**src/design/cwd_pkg.sv**
```systemverilog
// ---------------------------------------------------------------------------
// Cubic waveshaper package
// Widths, register indexes, fixed-point constants and the sequencer states
// shared by the cubic waveshape distortion block.
// ---------------------------------------------------------------------------
`default_nettype none

package cwd_pkg;

  // Field and port widths.
  localparam int SAMPLE_W   = 16;
  localparam int PEAK_W     = 15;
  localparam int LEVEL_W    = 16;
  localparam int GAIN_W     = 13;
  localparam int CFG_IDX_W  = 2;
  localparam int CFG_DATA_W = 16;

  // Configuration register indexes.
  localparam logic [CFG_IDX_W-1:0] REG_ENABLE     = 2'd0;
  localparam logic [CFG_IDX_W-1:0] REG_MIX_LEVEL  = 2'd1;
  localparam logic [CFG_IDX_W-1:0] REG_DRIVE_GAIN = 2'd2;

  // Register limits.
  localparam logic [LEVEL_W-1:0] LEVEL_FULL = 16'd32768;
  localparam logic [GAIN_W-1:0]  GAIN_MIN   = 13'd2560;
  localparam logic [GAIN_W-1:0]  GAIN_MAX   = 13'd5120;

  // Shared multiplier: 17 x 17 unsigned magnitudes.
  localparam int MUL_W  = 17;
  localparam int PROD_W = 2 * MUL_W;

  // Q1.16 unity, the clamp bound of the driven signal.
  localparam logic [MUL_W-1:0] Q16_ONE   = 17'd65536;
  // Final rescale factor toward the 16-bit range.
  localparam logic [MUL_W-1:0] OUT_SCALE = 17'd32767;

  // Threshold and makeup-gain ratios, found by long division.
  localparam int RATIO_W    = 14;
  localparam int DIV_W      = 27;
  localparam int DIV_STEPS  = DIV_W;
  localparam int DIV_CNT_W  = $clog2(DIV_STEPS);
  localparam int THR_NUM    = 2 * 256 * 65536;
  localparam int COMP_NUM   = 5 * 256 * 65536;
  localparam int THR_RESET  = THR_NUM / (2560 + 256);
  localparam int COMP_RESET = COMP_NUM / (768 + 2 * 2560);

  // Sample sequencer states.
  typedef enum logic [8:0] {
    ST_IDLE   = 9'b000000001,
    ST_DRIVE  = 9'b000000010,
    ST_SQUARE = 9'b000000100,
    ST_CUBE   = 9'b000001000,
    ST_WET    = 9'b000010000,
    ST_DRY    = 9'b000100000,
    ST_MIX    = 9'b001000000,
    ST_SCALE  = 9'b010000000,
    ST_FINISH = 9'b100000000
  } state_t;

endpackage

`default_nettype wire

```
**src/design/cubic_waveshape_distortion.sv**
```systemverilog
// ---------------------------------------------------------------------------
// Cubic waveshape distortion
// Drive, sign-preserving cubic shaper, hard clip, makeup gain, dry/wet mix
// and per-buffer peak tracking on a stream of signed 16-bit samples.
// ---------------------------------------------------------------------------
// A processed sample reaches the result register once one 17x17 multiplier
// has been stepped through seven products (drive, square, cube, makeup gain,
// dry, wet, rescale) and then a finishing step. The sequencer then returns to
// idle, and a new request is taken only once the previous one has left the
// sequencer. In bypass (enable low or mix level zero) the sequencer goes from
// idle straight to the finishing step. Writing drive_gain starts a long
// division (27 steps each for the clip threshold and the makeup gain), and
// sample requests are stalled until it completes, as they are during any
// register write and during reset. A result sits in an output register, so
// the next request is taken while the previous result waits on a stalled
// output.
`default_nettype none

module cubic_waveshape_distortion (
  input  logic                                clk,
  input  logic                                rst,
  // Configuration write port.
  input  logic                                wr_en,
  input  logic [cwd_pkg::CFG_IDX_W-1:0]       wr_index,
  input  logic [cwd_pkg::CFG_DATA_W-1:0]      wr_data,
  // Sample request channel.
  input  logic                                sample_valid,
  output logic                                sample_stall,
  input  logic signed [cwd_pkg::SAMPLE_W-1:0] sample_in,
  input  logic                                buffer_end,
  // Result channel.
  output logic                                result_valid,
  input  logic                                result_stall,
  output logic signed [cwd_pkg::SAMPLE_W-1:0] sample_out,
  output logic [cwd_pkg::PEAK_W-1:0]          peak_level,
  output logic                                end_out
);
  import cwd_pkg::*;

  // Configuration registers and derived ratios.
  logic                 enable;
  logic [LEVEL_W-1:0]   mix_level;
  logic [GAIN_W-1:0]    drive_gain;
  logic [RATIO_W-1:0]   thr;
  logic [RATIO_W-1:0]   comp;

  // Long divider.
  logic                 div_busy;
  logic                 div_phase;
  logic [DIV_CNT_W-1:0] div_cnt;
  logic [RATIO_W-1:0]   div_rem;
  logic [DIV_W-1:0]     div_quo;
  logic [RATIO_W-1:0]   div_divisor;
  logic [RATIO_W:0]     div_trial;
  logic                 div_take;
  logic [RATIO_W-1:0]   div_rem_next;
  logic [DIV_W-1:0]     div_quo_next;
  logic                 div_last;
  logic                 gain_write;

  // Sample sequencer.
  state_t               state;
  state_t               state_next;
  logic                 sample_take;
  logic                 bypass_now;
  logic                 bypass;
  logic                 sign_neg;
  logic                 end_flag;
  logic [SAMPLE_W-1:0]  sample_hold;
  logic [SAMPLE_W-1:0]  sample_raw;
  logic [SAMPLE_W-1:0]  in_mag;
  logic [MUL_W-1:0]     twice;
  logic [MUL_W-1:0]     clean_next;
  logic [MUL_W-1:0]     clean_mag;
  logic [MUL_W-1:0]     amag;
  logic [MUL_W-1:0]     wet;

  // Shared multiply-accumulate unit.
  logic [MUL_W-1:0]     mul_a;
  logic [MUL_W-1:0]     mul_b;
  logic                 acc_add;
  logic [PROD_W-1:0]    product;
  logic [PROD_W-1:0]    acc;
  logic [PROD_W-1:0]    acc_next;
  logic [MUL_W-1:0]     drive_lim;
  logic [MUL_W-1:0]     cube_lim;

  // Result and peak tracking.
  logic [PEAK_W-1:0]    out_mag;
  logic [PEAK_W-1:0]    peak_max;
  logic [PEAK_W-1:0]    running_peak;
  logic                 out_free;

  // Handshake on the request side.
  assign sample_stall = rst || (state != ST_IDLE) || div_busy || wr_en;
  assign sample_take  = sample_valid && !sample_stall;
  assign out_free     = !result_valid || !result_stall;
  assign gain_write   = wr_en && (wr_index == REG_DRIVE_GAIN);

  // Long divider: one restoring step per cycle, threshold first, then makeup.
  always_comb begin
    if (div_phase) begin
      div_divisor = {1'b0, drive_gain} + {1'b0, drive_gain} + 14'd768;
    end else begin
      div_divisor = {1'b0, drive_gain} + 14'd256;
    end
    div_trial    = {div_rem, div_quo[DIV_W-1]};
    div_take     = div_trial >= {1'b0, div_divisor};
    div_rem_next = div_take ? RATIO_W'(div_trial - {1'b0, div_divisor})
                            : div_trial[RATIO_W-1:0];
    div_quo_next = {div_quo[DIV_W-2:0], div_take};
    div_last     = div_cnt == DIV_CNT_W'(DIV_STEPS - 1);
  end

  // Configuration registers, divider control and the ratio results.
  always_ff @(posedge clk) begin
    if (rst) begin
      enable     <= 1'b0;
      mix_level  <= '0;
      drive_gain <= GAIN_MIN;
      thr        <= RATIO_W'(THR_RESET);
      comp       <= RATIO_W'(COMP_RESET);
      div_busy   <= 1'b0;
      div_phase  <= 1'b0;
      div_cnt    <= '0;
    end else begin
      if (wr_en) begin
        case (wr_index)
          REG_ENABLE: begin
            enable <= wr_data[0];
          end
          REG_MIX_LEVEL: begin
            mix_level <= (wr_data > LEVEL_FULL) ? LEVEL_FULL : wr_data;
          end
          REG_DRIVE_GAIN: begin
            if (wr_data[GAIN_W-1:0] < GAIN_MIN) begin
              drive_gain <= GAIN_MIN;
            end else if (wr_data[GAIN_W-1:0] > GAIN_MAX) begin
              drive_gain <= GAIN_MAX;
            end else begin
              drive_gain <= wr_data[GAIN_W-1:0];
            end
          end
          default: begin
          end
        endcase
      end
      if (gain_write) begin
        div_busy  <= 1'b1;
        div_phase <= 1'b0;
        div_cnt   <= '0;
      end else if (div_busy) begin
        if (div_last) begin
          div_cnt <= '0;
          if (div_phase) begin
            comp     <= div_quo_next[RATIO_W-1:0];
            div_busy <= 1'b0;
          end else begin
            thr       <= div_quo_next[RATIO_W-1:0];
            div_phase <= 1'b1;
          end
        end else begin
          div_cnt <= div_cnt + DIV_CNT_W'(1);
        end
      end
    end
  end

  // Divider datapath: remainder and dividend/quotient shift register.
  always_ff @(posedge clk) begin
    if (gain_write || (div_busy && div_last && !div_phase)) begin
      div_rem <= '0;
      div_quo <= gain_write ? DIV_W'(THR_NUM) : DIV_W'(COMP_NUM);
    end else if (div_busy) begin
      div_rem <= div_rem_next;
      div_quo <= div_quo_next;
    end
  end

  // Input magnitude and its Q1.16 form: 2x + floor(2x / 32767) is x*65536/32767.
  always_comb begin
    sample_raw = sample_in;
    in_mag     = sample_raw[SAMPLE_W-1] ? SAMPLE_W'(~sample_raw + 16'd1) : sample_raw;
    twice      = {in_mag, 1'b0};
    if (twice >= 17'd65534) begin
      clean_next = twice + 17'd2;
    end else if (twice >= 17'd32767) begin
      clean_next = twice + 17'd1;
    end else begin
      clean_next = twice;
    end
    bypass_now = !enable || (mix_level == '0);
  end

  // Clamps applied to the previous product before it feeds the multiplier.
  always_comb begin
    if (acc[PROD_W-1:8] > (PROD_W - 8)'(Q16_ONE)) begin
      drive_lim = Q16_ONE;
    end else begin
      drive_lim = acc[MUL_W+7:8];
    end
    if (acc[32:16] > {3'b000, thr}) begin
      cube_lim = {3'b000, thr};
    end else begin
      cube_lim = acc[32:16];
    end
  end

  // Operand selection for the shared multiplier.
  always_comb begin
    mul_a   = '0;
    mul_b   = '0;
    acc_add = 1'b0;
    case (state)
      ST_DRIVE: begin
        mul_a = clean_mag;
        mul_b = {4'b0000, drive_gain};
      end
      ST_SQUARE: begin
        mul_a = drive_lim;
        mul_b = drive_lim;
      end
      ST_CUBE: begin
        mul_a = acc[32:16];
        mul_b = amag;
      end
      ST_WET: begin
        mul_a = cube_lim;
        mul_b = {3'b000, comp};
      end
      ST_DRY: begin
        mul_a = clean_mag;
        mul_b = {1'b0, LEVEL_FULL} - {1'b0, mix_level};
      end
      ST_MIX: begin
        mul_a   = wet;
        mul_b   = {1'b0, mix_level};
        acc_add = 1'b1;
      end
      ST_SCALE: begin
        mul_a = acc[31:15];
        mul_b = OUT_SCALE;
      end
      default: begin
      end
    endcase
    product  = mul_a * mul_b;
    acc_next = product + (acc_add ? acc : '0);
  end

  // Sequencer next state.
  always_comb begin
    state_next = state;
    case (state)
      ST_IDLE: begin
        if (sample_take) begin
          state_next = bypass_now ? ST_FINISH : ST_DRIVE;
        end
      end
      ST_DRIVE:  state_next = ST_SQUARE;
      ST_SQUARE: state_next = ST_CUBE;
      ST_CUBE:   state_next = ST_WET;
      ST_WET:    state_next = ST_DRY;
      ST_DRY:    state_next = ST_MIX;
      ST_MIX:    state_next = ST_SCALE;
      ST_SCALE:  state_next = ST_FINISH;
      ST_FINISH: begin
        if (out_free) begin
          state_next = ST_IDLE;
        end
      end
      default: state_next = ST_IDLE;
    endcase
  end

  always_ff @(posedge clk) begin
    if (rst) begin
      state <= ST_IDLE;
    end else begin
      state <= state_next;
    end
  end

  // Per-sample working registers.
  always_ff @(posedge clk) begin
    if (sample_take) begin
      sample_hold <= sample_in;
      sign_neg    <= sample_in[SAMPLE_W-1];
      end_flag    <= buffer_end;
      bypass      <= bypass_now;
      clean_mag   <= clean_next;
    end
    if (state == ST_SQUARE) begin
      amag <= drive_lim;
    end
    if (state == ST_DRY) begin
      wet <= acc[32:16];
    end
    if ((state != ST_IDLE) && (state != ST_FINISH)) begin
      acc <= acc_next;
    end
  end

  // Output magnitude and the peak including this sample.
  assign out_mag  = acc[30:16];
  assign peak_max = (out_mag > running_peak) ? out_mag : running_peak;

  // Result register and running peak.
  always_ff @(posedge clk) begin
    if (rst) begin
      result_valid <= 1'b0;
      running_peak <= '0;
    end else begin
      if ((state == ST_FINISH) && out_free) begin
        result_valid <= 1'b1;
        if (end_flag) begin
          running_peak <= '0;
        end else if (!bypass) begin
          running_peak <= peak_max;
        end
      end else if (result_valid && !result_stall) begin
        result_valid <= 1'b0;
      end
    end
  end

  always_ff @(posedge clk) begin
    if ((state == ST_FINISH) && out_free) begin
      end_out <= end_flag;
      if (bypass) begin
        sample_out <= sample_hold;
        peak_level <= '0;
      end else begin
        sample_out <= sign_neg ? SAMPLE_W'(~{1'b0, out_mag} + 16'd1) : {1'b0, out_mag};
        peak_level <= end_flag ? peak_max : '0;
      end
    end
  end

  // A new result only appears out of the final sequencer step.
  assert property (@(posedge clk) disable iff (rst)
    $rose(result_valid) |-> $past(state == ST_FINISH))
    else $error("result appeared without a finishing step");

  // Peak is reported only with the buffer's last sample.
  assert property (@(posedge clk) disable iff (rst)
    (result_valid && !end_out) |-> (peak_level == '0))
    else $error("peak reported on a sample that does not end a buffer");

  // An accepted request always leaves the idle state.
  assert property (@(posedge clk) disable iff (rst)
    sample_take |=> (state != ST_IDLE))
    else $error("accepted request did not start the sequencer");

endmodule

`default_nettype wire
```
**config.mk**
```make
export PLATFORM = sky130hd
export DESIGN_NAME = cubic_waveshape_distortion
export DESIGN_NICKNAME = d
export VERILOG_FILES = /design/src/design/cwd_pkg.sv /design/src/design/cubic_waveshape_distortion.sv
export SDC_FILE = /design/constraint.sdc
export NUM_CORES = 1
export LEC_CHECK = 0
export ABC_AREA = 0
export BUFFER_PORTS_ARGS = -buffer_cell sky130_fd_sc_hd__clkbuf_2
export CAP_MARGIN = 25
export CORE_MARGIN = 1.5
export CORE_UTILIZATION = 32
export DETAILED_ROUTE_END_ITERATION = 8
export HOLD_SLACK_MARGIN = 0.02
export PLACE_DENSITY = 0.5
export REMOVE_ABC_BUFFERS = 1
export SYNTH_ARGS = -nofsm -noshare
export SYNTH_HDL_FRONTEND = slang
export SYNTH_SLANG_ARGS = --single-unit
export TNS_END_PERCENT = 30
```
**constraint.sdc**
```tcl
create_clock -name clk -period 7.7 [get_ports clk]
set_clock_uncertainty 0.2 [all_clocks]
set_input_delay 0.77 -clock clk [delete_from_list [all_inputs] [get_ports clk]]
set_output_delay 0.77 -clock clk [all_outputs]
set_load 0.01 [all_outputs]
```
==> results of run 1 <==
-- where the power goes --
part           switching (µW)  internal (µW)  leakage [µW]  total [µW]
registers                 108           1690       0.00237        1800
clock network             707            953      0.000556        1660
logic                     857            564        0.0110        1420
-- registers in the layout, summed over array words and instances, names as in the netlist, 5 cells and up --
register,flops
peak_level,15
mix_level,16
state,9
clean_mag,17
div_quo,27
amag,17
running_peak,15
drive_gain,13
wet,17
sample_out,16
div_rem,14
acc,34
sample_hold,15
comp,14
div_cnt,5
thr,14
-- through the flow --
| step | power [µW] | hold slack, ns | worst slack (ns) |
|---|---|---|---|
| final | 4884 | 0.1773 | -0.6407 |
| after global routing | 5103 | 0.1651 | -0.9535 |
| after CTS | 4892 | 0.1509 | -0.6123 |
| after detailed placement | 3189 | 0.2550 | -1.187 |
| after global placement | 3171 | 0.2516 | -1.176 |
| after floorplan | 2566 | 0.2301 | -2.882 |
-- per-layer routing --
metal  share of wire (%)  track usage [%]  vias up
li1                    -                -     9399
met4                 4.5            8.939        2
met5               0.016                0        -
met3                 5.2            3.177      147
met2                  46            35.20      567
met1                  44            28.43    10165
-- logic make-up after synthesis --
family                     count (synthesis)  share of synthesized area, %
AOI/OAI and AO/OA                        395                         11.76
muxes                                     41                         1.759
xor gates and xnor gates                  79                         2.895
adders and majority gates                411                         29.62
and+or+nand+nor                          869                         16.97
buffers and inverters                    497                         7.931
DFF                                      266                         29.07
-- cells in the final DEF (no fill, tap or decap), types with 16 or more instances in the layout --
| master | count |
|---|---|
| sky130_fd_sc_hd__xor2_1 | 33 |
| sky130_fd_sc_hd__edfxtp_1 | 162 |
| sky130_fd_sc_hd__a22oi_1 | 23 |
| sky130_fd_sc_hd__clkbuf_16 | 37 |
| sky130_fd_sc_hd__nand3b_1 | 16 |
| sky130_fd_sc_hd__nand2_1 | 302 |
| sky130_fd_sc_hd__ha_1 | 139 |
| sky130_fd_sc_hd__and3_1 | 33 |
| sky130_fd_sc_hd__buf_12 | 16 |
| sky130_fd_sc_hd__buf_4 | 407 |
| sky130_fd_sc_hd__nor2b_1 | 21 |
| sky130_fd_sc_hd__nor2_1 | 248 |
| sky130_fd_sc_hd__nand3_1 | 36 |
| sky130_fd_sc_hd__nor2_2 | 17 |
| sky130_fd_sc_hd__a21o_1 | 26 |
| sky130_fd_sc_hd__buf_6 | 21 |
| sky130_fd_sc_hd__a221o_1 | 22 |
| sky130_fd_sc_hd__clkbuf_2 | 73 |
| sky130_fd_sc_hd__and2_1 | 40 |
| sky130_fd_sc_hd__nor3_1 | 23 |
| sky130_fd_sc_hd__a21oi_1 | 76 |
| sky130_fd_sc_hd__inv_1 | 355 |
| sky130_fd_sc_hd__o21ai_0 | 56 |
| sky130_fd_sc_hd__xnor2_1 | 41 |
| sky130_fd_sc_hd__mux2i_1 | 36 |
| sky130_fd_sc_hd__dfxtp_1 | 104 |
| sky130_fd_sc_hd__inv_2 | 22 |
| sky130_fd_sc_hd__a22o_1 | 24 |
| sky130_fd_sc_hd__nand2b_1 | 21 |
| sky130_fd_sc_hd__fa_1 | 249 |
-- repair_timing --
| action | CTS | global route |
|---|---|---|
| resized for setup | 146 | 44 |
| setup endpoints to repair | 21 | 22 |
| pin swaps | 120 | 39 |
| gates cloned | 2 | 0 |
| buffers inserted | 34 | 14 |
-- worst max path at each step --
stage / startpoint / end / slack (ns) / depth (start not counted)
after floorplan: state[3] / acc[33] / -2.88 / 26
after global placement: acc[19] / acc[27] / -1.18 / 31
after detailed placement: acc[26] / acc[33] / -1.19 / 32
after CTS: acc[19] / acc[33] / -0.61 / 33
after global routing: acc[16] / acc[33] / -0.95 / 32
final: acc[17] / acc[33] / -0.64 / 33
-- Yosys cell counts, drive strengths merged, types with 19 or more instances --
| master | count |
|---|---|
| a21o | 26 |
| a21oi | 92 |
| a221o | 22 |
| a221oi | 29 |
| a22o | 24 |
| a22oi | 23 |
| and2 | 41 |
| and3 | 36 |
| buf | 22 |
| clkbuf | 97 |
| dfxtp | 104 |
| edfxtp | 162 |
| fa | 258 |
| ha | 153 |
| inv | 377 |
| mux2i | 36 |
| nand2 | 305 |
| nand2b | 22 |
| nand3 | 37 |
| nor2 | 270 |
| nor2b | 22 |
| nor3 | 30 |
| o21ai | 69 |
| or2 | 19 |
| xnor2 | 45 |
| xor2 | 34 |
-- area by class of cell --
| cell class | instances | area, µm² | share of cell area (%) |
|---|---|---|---|
| clock buffer | 48 | 997.2 | 3.255 |
| clock inverter | 16 | 147.6 | 0.4819 |
| inverter | 378 | 1419 | 4.631 |
| multi-input combinational | 1795 | 15850 | 51.73 |
| sequential | 266 | 6947 | 22.67 |
| tap | 969 | 1212 | 3.957 |
| timing repair buffer | 523 | 4065 | 13.27 |
-- critical path, delay by kind of cell, from the launching register on --
family | cells | cell delay, ns
adders and majority gates | 8 | 3.44
buffers and inverters | 11 | 1.53
and+or+nand+nor | 6 | 0.84
DFF | 1 | 0.45
AOI/OAI and AO/OA | 8 | 1.70
==> summary.md, run 1 <==
First-pass iteration count of the detailed router: 7. The first global-routing pass estimated 126.0 mm of wire. The logs give 3 for the maximum buffer depth of the clock tree and 8.53 ns for the worst endpoint data arrival time. The layout cell share with drive strength beyond 1 is 24.52%, and the summed area of non-filler cells in the final layout is 30640 µm².

The tools report the aggregate routed wire length as 81.27 mm. End point of the most critical hold path: end_flag. The floorplan has 100 rows. The repair_antennas step left the layout with diodes totalling 0. In this run the critical register-to-register path is captured at acc[33]. The signed area change from the synthesized netlist to the final layout is 28.19%, and the share of the yosys chip area belonging to registers is 29.07%. Number of hold buffers added after CTS: 0. Slowest cell on the critical path: sky130_fd_sc_hd__fa_1. The tools report the weighted congestion at the end of routability-driven global placement as 0.9394.

Fill cell total of the finished layout: 7307. The number of pins exceeding their max-slew limit in the final report was 0; the number of distinct library cells after synthesis was 83. At the worst endpoint, the required time is 7.89 ns. The initial utilization of the core area, before any placement, comes to 32.21%. The total power per unit cell area came out at 159.4 nW/µm². Peak supply drop: 0.0001503 V. The leakage dissipation was 0.01391 µW.

The most common cell type on the critical path is sky130_fd_sc_hd__fa_1. In this run the count of I/O pins placed on the die edge is 74. Setup repair after global routing could not meet its margin everywhere.

The number of enable flip-flop cells after synthesis was 162; the end-of-flow core utilization was 41.29%. Leaving out filler cells and counting taps, the final layout contains 3995. The post-detailed-route via-to-cell ratio was 5.076. The flow ran to the end, but the final reports show violations. The Yosys step of the flow raised 0 warnings.

For the pin with the worst max-slew slack, the measured transition is 0.9997 ns. In the routed design, unresolved DRC markers number 0. After routing, the total negative slack on setup checks comes to -7.173 ns. The cell sitting at the root of the clock tree is a sky130_fd_sc_hd__clkbuf_16.

Of all cell types, the one taking the most synthesized area is sky130_fd_sc_hd__fa_1. STA classifies the critical path startpoint as a register. Clock-pin slew was measured on the worst setup and hold paths at 0.07 ns. The mean post-synth cell area was 9.343 µm². The detail route stage leaves a number of antenna-violating nets equal to 0.

Of the available clock period, the critical path in the final layout requires 108.3%. In this run, CTS created clock tree buffers numbering 35. The number of endpoints with negative hold slack in the final report was 0.

The flip-flop cell with the highest count after synthesis was sky130_fd_sc_hd__edfxtp_1. Maximum fanout along the worst path: 11. After global routing the overflow that remains totals 0.

In the synthesized netlist, the number of instances is 2558. The overall die width is 276.3 µm. At the end of the flow, the number of nets in the layout was 3450.

The final reports fail on negative setup slack. The shortest clock period the worst path allows after layout was 8.341 ns. The combined area of all synthesized cells is 23900 µm², and the delay of the slowest critical-path stage is 0.51 ns. CTS built an H-tree with a depth of 2. The startpoint identified for the worst hold timing path is buffer_end. Type of destination of the critical path: a register. Measured against its own limit, the worst slew margin works out to 33.21%. In the synthesized netlist the async set-or-reset flop fraction comes to 0%. Once placement finished, the instance area stood at 28220 µm². For the number of global-route vias before repair, the log shows 21330. Setup violations remaining at the end of the flow were counted as 19. The worst hold path cell count was 1. The clock sink total came out at 266.

The post-synthesis register bit count works out to 266. TritonCTS built the clock tree. The average detailed-routed wire length per instance is 20.34 µm, and the length in cells of the worst reg-to-reg path is 33.

The tools report the via count as 20280. The worst hold-check path type was in -> reg. In the global route stage, overall resource usage came out at 21.50%. Detailed placement finished with a half-perimeter wire length of 63.98 mm.

The setup slack of the critical path after layout was -0.6407 ns; the maximum number of pins on one net before global-route repair was 48. The clock reaches the later pin of the worst-skew pair after 0.58 ns. The critical path in this run is classified as reg -> reg.

The synthesized design devotes to its leading area cell type 21.61% of total area. The maximum operating frequency is 119.9 MHz, and the max capacitance violation total is 0. The overall die height was 276.3 µm. Ranked by total cell area, the synthesized netlist is headed by sky130_fd_sc_hd__fa_1, sky130_fd_sc_hd__edfxtp_1, sky130_fd_sc_hd__dfxtp_1.

For the die outline area, the log shows 76330 µm². In this run the critical register-to-register path is launched from acc[17]. The placed cell count is 3879, and the DRC violation total after the first TritonRoute iteration is 1547. The worst reg-to-reg setup slack was -0.64 ns; the core area was 74200 µm². For the number of antenna violations at the first check in global routing, the log shows 1. In this run the tool buffered the top-level ports with 73 buffer cells.
(Power assumes the default switching activity.)
==> run 2, diff against run 1 <==
- ABC_AREA: 0 -> 1
- HOLD_SLACK_MARGIN: 0.02 -> 0.15
- PLACE_DENSITY: 0.5 -> unset
- PLACE_DENSITY_LB_ADDON: unset -> 0.25
==> run 2 against run 1 <==
Flip-flop and latch count unchanged. First-iteration DRC count increased by 23%. Critical path type unchanged. Fmax increased by 11%. Design area decreased by 0.60%. Highest routed layer is now met4. Clock power increased by 4%. Sequential power decreased by 3%. The flow now finishes without violations. Global-route usage increased by 0.17 points. Critical path depth unchanged. Critical endpoint is now acc[21]. Synthesized cell count increased by 23%. Setup slack improved by 0.86 ns. Power decreased by 3.7%. Sequential share of layout area increased by 0.14 points.
==> summary.md, run 2 <==
The logs give 0 (unchanged) for the final global-route overflow total and 3 (unchanged) for the maximum buffer depth of the clock tree. Critical path class: reg -> reg. For the initial core utilization, the log shows 32.53% (+0.32 points). The worst hold slack is 0.1840 ns (+0.006697 ns), and the shortest clock period the worst path allows after layout is 7.483 ns (-0.8574 ns). The placement-stage cell area is 28410 µm² (+0.70%). The summed area of non-filler cells in the final layout was 30450 µm² (-0.60%); the max capacitance violation total was 0 (unchanged).

The largest registers in the layout are acc: 34 flops, div_quo: 27 flops. Maximum number of pins on one net before global-route repair: 48 (unchanged). The overall die height works out to 284.3 µm (+2.9%). The tree is rooted in a sky130_fd_sc_hd__clkbuf_16. Combined area of all synthesized cells: 25320 µm² (+6.0%). Mean post-synth cell area: 8.067 µm² (-14%). For the HPWL after detailed placement, the log shows 70.92 mm (+11%). Flip-flop cell with the highest count after synthesis: sky130_fd_sc_hd__edfxtp_1.

The leading cell type by number of instances after synthesis is sky130_fd_sc_hd__nand2_1. The delay of the slowest critical-path stage was 0.57 ns (+0.06 ns). The weighted congestion at the end of routability-driven global placement came out at 0.9684 (+3.1%). The fraction of synthesized cell area taken by the top area cell type works out to 20.40% (-1.2 points). Yosys attributes the largest share of cell area to sky130_fd_sc_hd__fa_1, sky130_fd_sc_hd__edfxtp_1, sky130_fd_sc_hd__nand2_1.

More flip-flops sit in one register than any other, and that register is acc. The final period utilization was 97.18% (-11 points); the final total negative setup slack was 0 ns (+7.173 ns). The total power consumption of the routed design is 4701 µW (-3.7%), and the proportion of synthesized flip-flops having asynchronous set or reset is 0% (unchanged). The average detailed-routed wire length per instance was 19.58 µm (-3.8%).

The number of cells produced by synthesis was 3139 (+23%); the maximum operating frequency was 133.6 MHz (+11%). The most common cell after layout, fill and taps aside is sky130_fd_sc_hd__nand2_1. The tools report the global-route usage over all layers as 21.67% (+0.17 points).

Setup repair after global routing could not meet its margin everywhere. The number of distinct library cells after synthesis was 57 (-31%). The core area came out at 77850 µm² (+4.9%). The flow ran to the end, and the final reports show no timing, DRC or antenna violations.

The overall die width is 284.3 µm (+2.9%). The endpoint of the lowest-slack register-to-register path was acc[21]. The run gives 1898 (+23%) as the DRC violation total after the first TritonRoute iteration.

By count the netlist is led by sky130_fd_sc_hd__nand2_1, sky130_fd_sc_hd__inv_1, sky130_fd_sc_hd__a21oi_1. The run gives 0 (-1) as the number of antenna violations at the first check in global routing. The run gives 26.99% (-6.2 points) as the worst slew margin relative to its limit. The number of global-route vias before repair is 21997 (+3.1%). STA classifies the critical path startpoint as a register. In the layout the commonest cells are sky130_fd_sc_hd__nand2_1, sky130_fd_sc_hd__inv_1, sky130_fd_sc_hd__fa_1.

The run gives 4484 (+12%) as the final non-filler cell total. The clock slew seen by the registers of the worst setup and hold paths was 0.06 ns (about the same). For the number of top-level pins, the log shows 74 (unchanged).

The leakage dissipation is 0.01447 µW (+4.0%), and the number of rows created at floorplan is 102 (+2.0%). Wire length of the first global-routing pass: 134.5 mm (+6.8%). The startpoint identified for the worst hold timing path is buffer_end.

The maximum fanout along the worst path is 9 (-2). The number of flip-flops in the largest register works out to 34 (unchanged). The tools report the placed cell count as 4396 (+13%).

The logs give 6 (-1) for the first-pass iteration count of the detailed router and 0.22 ns (+0.86 ns) for the worst reg-to-reg setup slack. The number of nets in the layout was 3869 (+12%); the number of enable flip-flop cells after synthesis was 162 (unchanged). The total power per unit cell area is 154.4 nW/µm² (-3.2%). The share of the yosys chip area belonging to registers is 27.43% (-1.6 points), and the number of inserted diodes is 0 (unchanged). Worst hold path cell count: 1 (unchanged). The global-route track usage on met2 came out at 34.90% (-0.30 points).

The worst endpoint data arrival time is 7.61 ns (-0.92 ns), and the number of warnings printed during yosys synthesis is 0 (unchanged). Slowest cell on the critical path: sky130_fd_sc_hd__fa_1. The logs give 0 (-19) for the count of endpoints failing setup in the final report and 22158 (+9.3%) for the via count.

Met3 capacity usage during global routing: 3.459% (+0.28 points). STA classifies the critical path endpoint as a register. The length in cells of the worst reg-to-reg path was 33 (unchanged); the die outline area was 80830 µm² (+5.9%). The maximum level of the CTS H-tree came out at 2 (unchanged). The run gives 0.0001159 V (-23%) as the peak supply drop. The post-synthesis register bit count works out to 266 (unchanged). TritonCTS built the clock tree. The number of buffers added by the clock tree synthesis step is 36 (+2.9%), and the post-detailed-route via-to-cell ratio is 4.942 (-2.7%).

The path with the worst hold slack has its endpoint at end_flag. The aggregate routed wire length came out at 87.79 mm (+8.0%). In this run the critical register-to-register path is launched from acc[18]. The path class of the tightest hold or removal check is in -> reg.

In this design, the critical path's most frequently occurring cell is sky130_fd_sc_hd__fa_1. The number of pins exceeding their max-slew limit in the final report came out at 0 (unchanged). The layout cell share with drive strength beyond 1 was 16.93% (-7.6 points); the number of antenna-violating nets in the routed design was 0 (unchanged).

Met1 usage: 29.91% (+1.5 points). Top cell type by total area after synthesis: sky130_fd_sc_hd__fa_1. The clock network latency to the later pin of the worst-skew pair came out at 0.57 ns (about the same). For the clock sink total, the log shows 266 (unchanged). The tools report the number of endpoints with negative hold slack in the final report as 0 (unchanged).

The DRC violations left is 0 (unchanged), and the number of buffers added on ports is 73 (unchanged). The signed area change from the synthesized netlist to the final layout is 20.26%. met2 is the most crowded layer.

The number of hold buffers added after CTS is 0 (unchanged), and the measured slew at the worst slew-check pin is 1.084 ns (+0.08404 ns). The tools report the required arrival time at the worst endpoint as 7.83 ns (-0.06 ns).
## run 2: cell types whose count changed in the layout (fill, tap and decap cells not counted), sizes merged, moves of 23 or more
| cell | change |
|---|---|
| a22o | -24 |
| inv | +223 |
| nand3 | +132 |
| buf | -190 |
| and2 | -41 |
| nand4 | +33 |
| o21ai | +55 |
| nand2 | +377 |
| and3 | -32 |
| a221oi | -29 |
| xnor2 | -23 |
| a21oi | +201 |
| mux2i | -36 |
## run 2: what timing repair did
action | 4_1_cts | 5_1_grt
cloned | 0 | 1
endpoints found under the setup margin | 17 | 22
gates resized for setup | 5 | 145
pin swaps | 0 | 35
buffers inserted | 0 | 23
## run 2: kinds of logic after synthesis
kind of cell             synth area share (%)
adder cells (fa/ha/maj)                 27.96
AO/OA/AOI/OAI                           11.13
AND/OR/NAND/NOR                         20.80
buffers and inverters                   10.86
flip-flops                              27.43
XOR/XNOR                                1.833
## run 2: final cells by class
type                    count  area, µm²
clock buffers              51       1008
clock inverters            13      186.4
fillers                  8010      47400
inverters                 600       2257
multi-input cells        2182      16230
flip-flops and latches    266       6947
well taps                1040       1301
repair buffers            332       2521
## run 2: critical path: cells and delay by family, from the launching register on
| kind | cells | cell delay (ns) |
|---|---|---|
| simple gates | 13 | 1.55 |
| buf+inv | 9 | 0.97 |
| fa+ha+maj | 7 | 3.32 |
| xor+xnor | 1 | 0.17 |
| flops | 1 | 0.48 |
| compound gates | 3 | 0.55 |
## run 2: worst max-delay path by stage
stage / end / slack (ns) / cells past startpoint / from
after detailed placement: acc[21] / -0.26 / 31 / acc[27]
after global placement: acc[21] / -0.28 / 31 / acc[27]
after global routing: acc[21] / -0.09 / 36 / acc[16]
after CTS: acc[29] / 0.008 / 33 / acc[16]
after floorplan: acc[25] / 0.11 / 29 / acc[24]
final: acc[21] / 0.22 / 33 / acc[18]
## run 2: stage by stage
step	setup WS [ns]	util [%]
after floorplan	0.1113	-
after global placement	-0.2820	36.49
after detailed placement	-0.2598	36.50
after CTS	0.008384	38.06
after global routing	-0.09311	39.12
final	0.2168	39.12
## run 2: per-layer routing
layer  wire [µm]  share of wire (%)
met3        5788                6.6
met1       39140                 45
met5           0                  0
met2       40040                 46
met4        2826                3.2
## run 2: report_power, final
part / leakage [µW] / switching [µW] / internal [µW]
Clock: 0.000578 / 702 / 1020
Combinational: 0.0115 / 819 / 420
Sequential: 0.00237 / 82.9 / 1650
Total: 0.0145 / 1600 / 3100
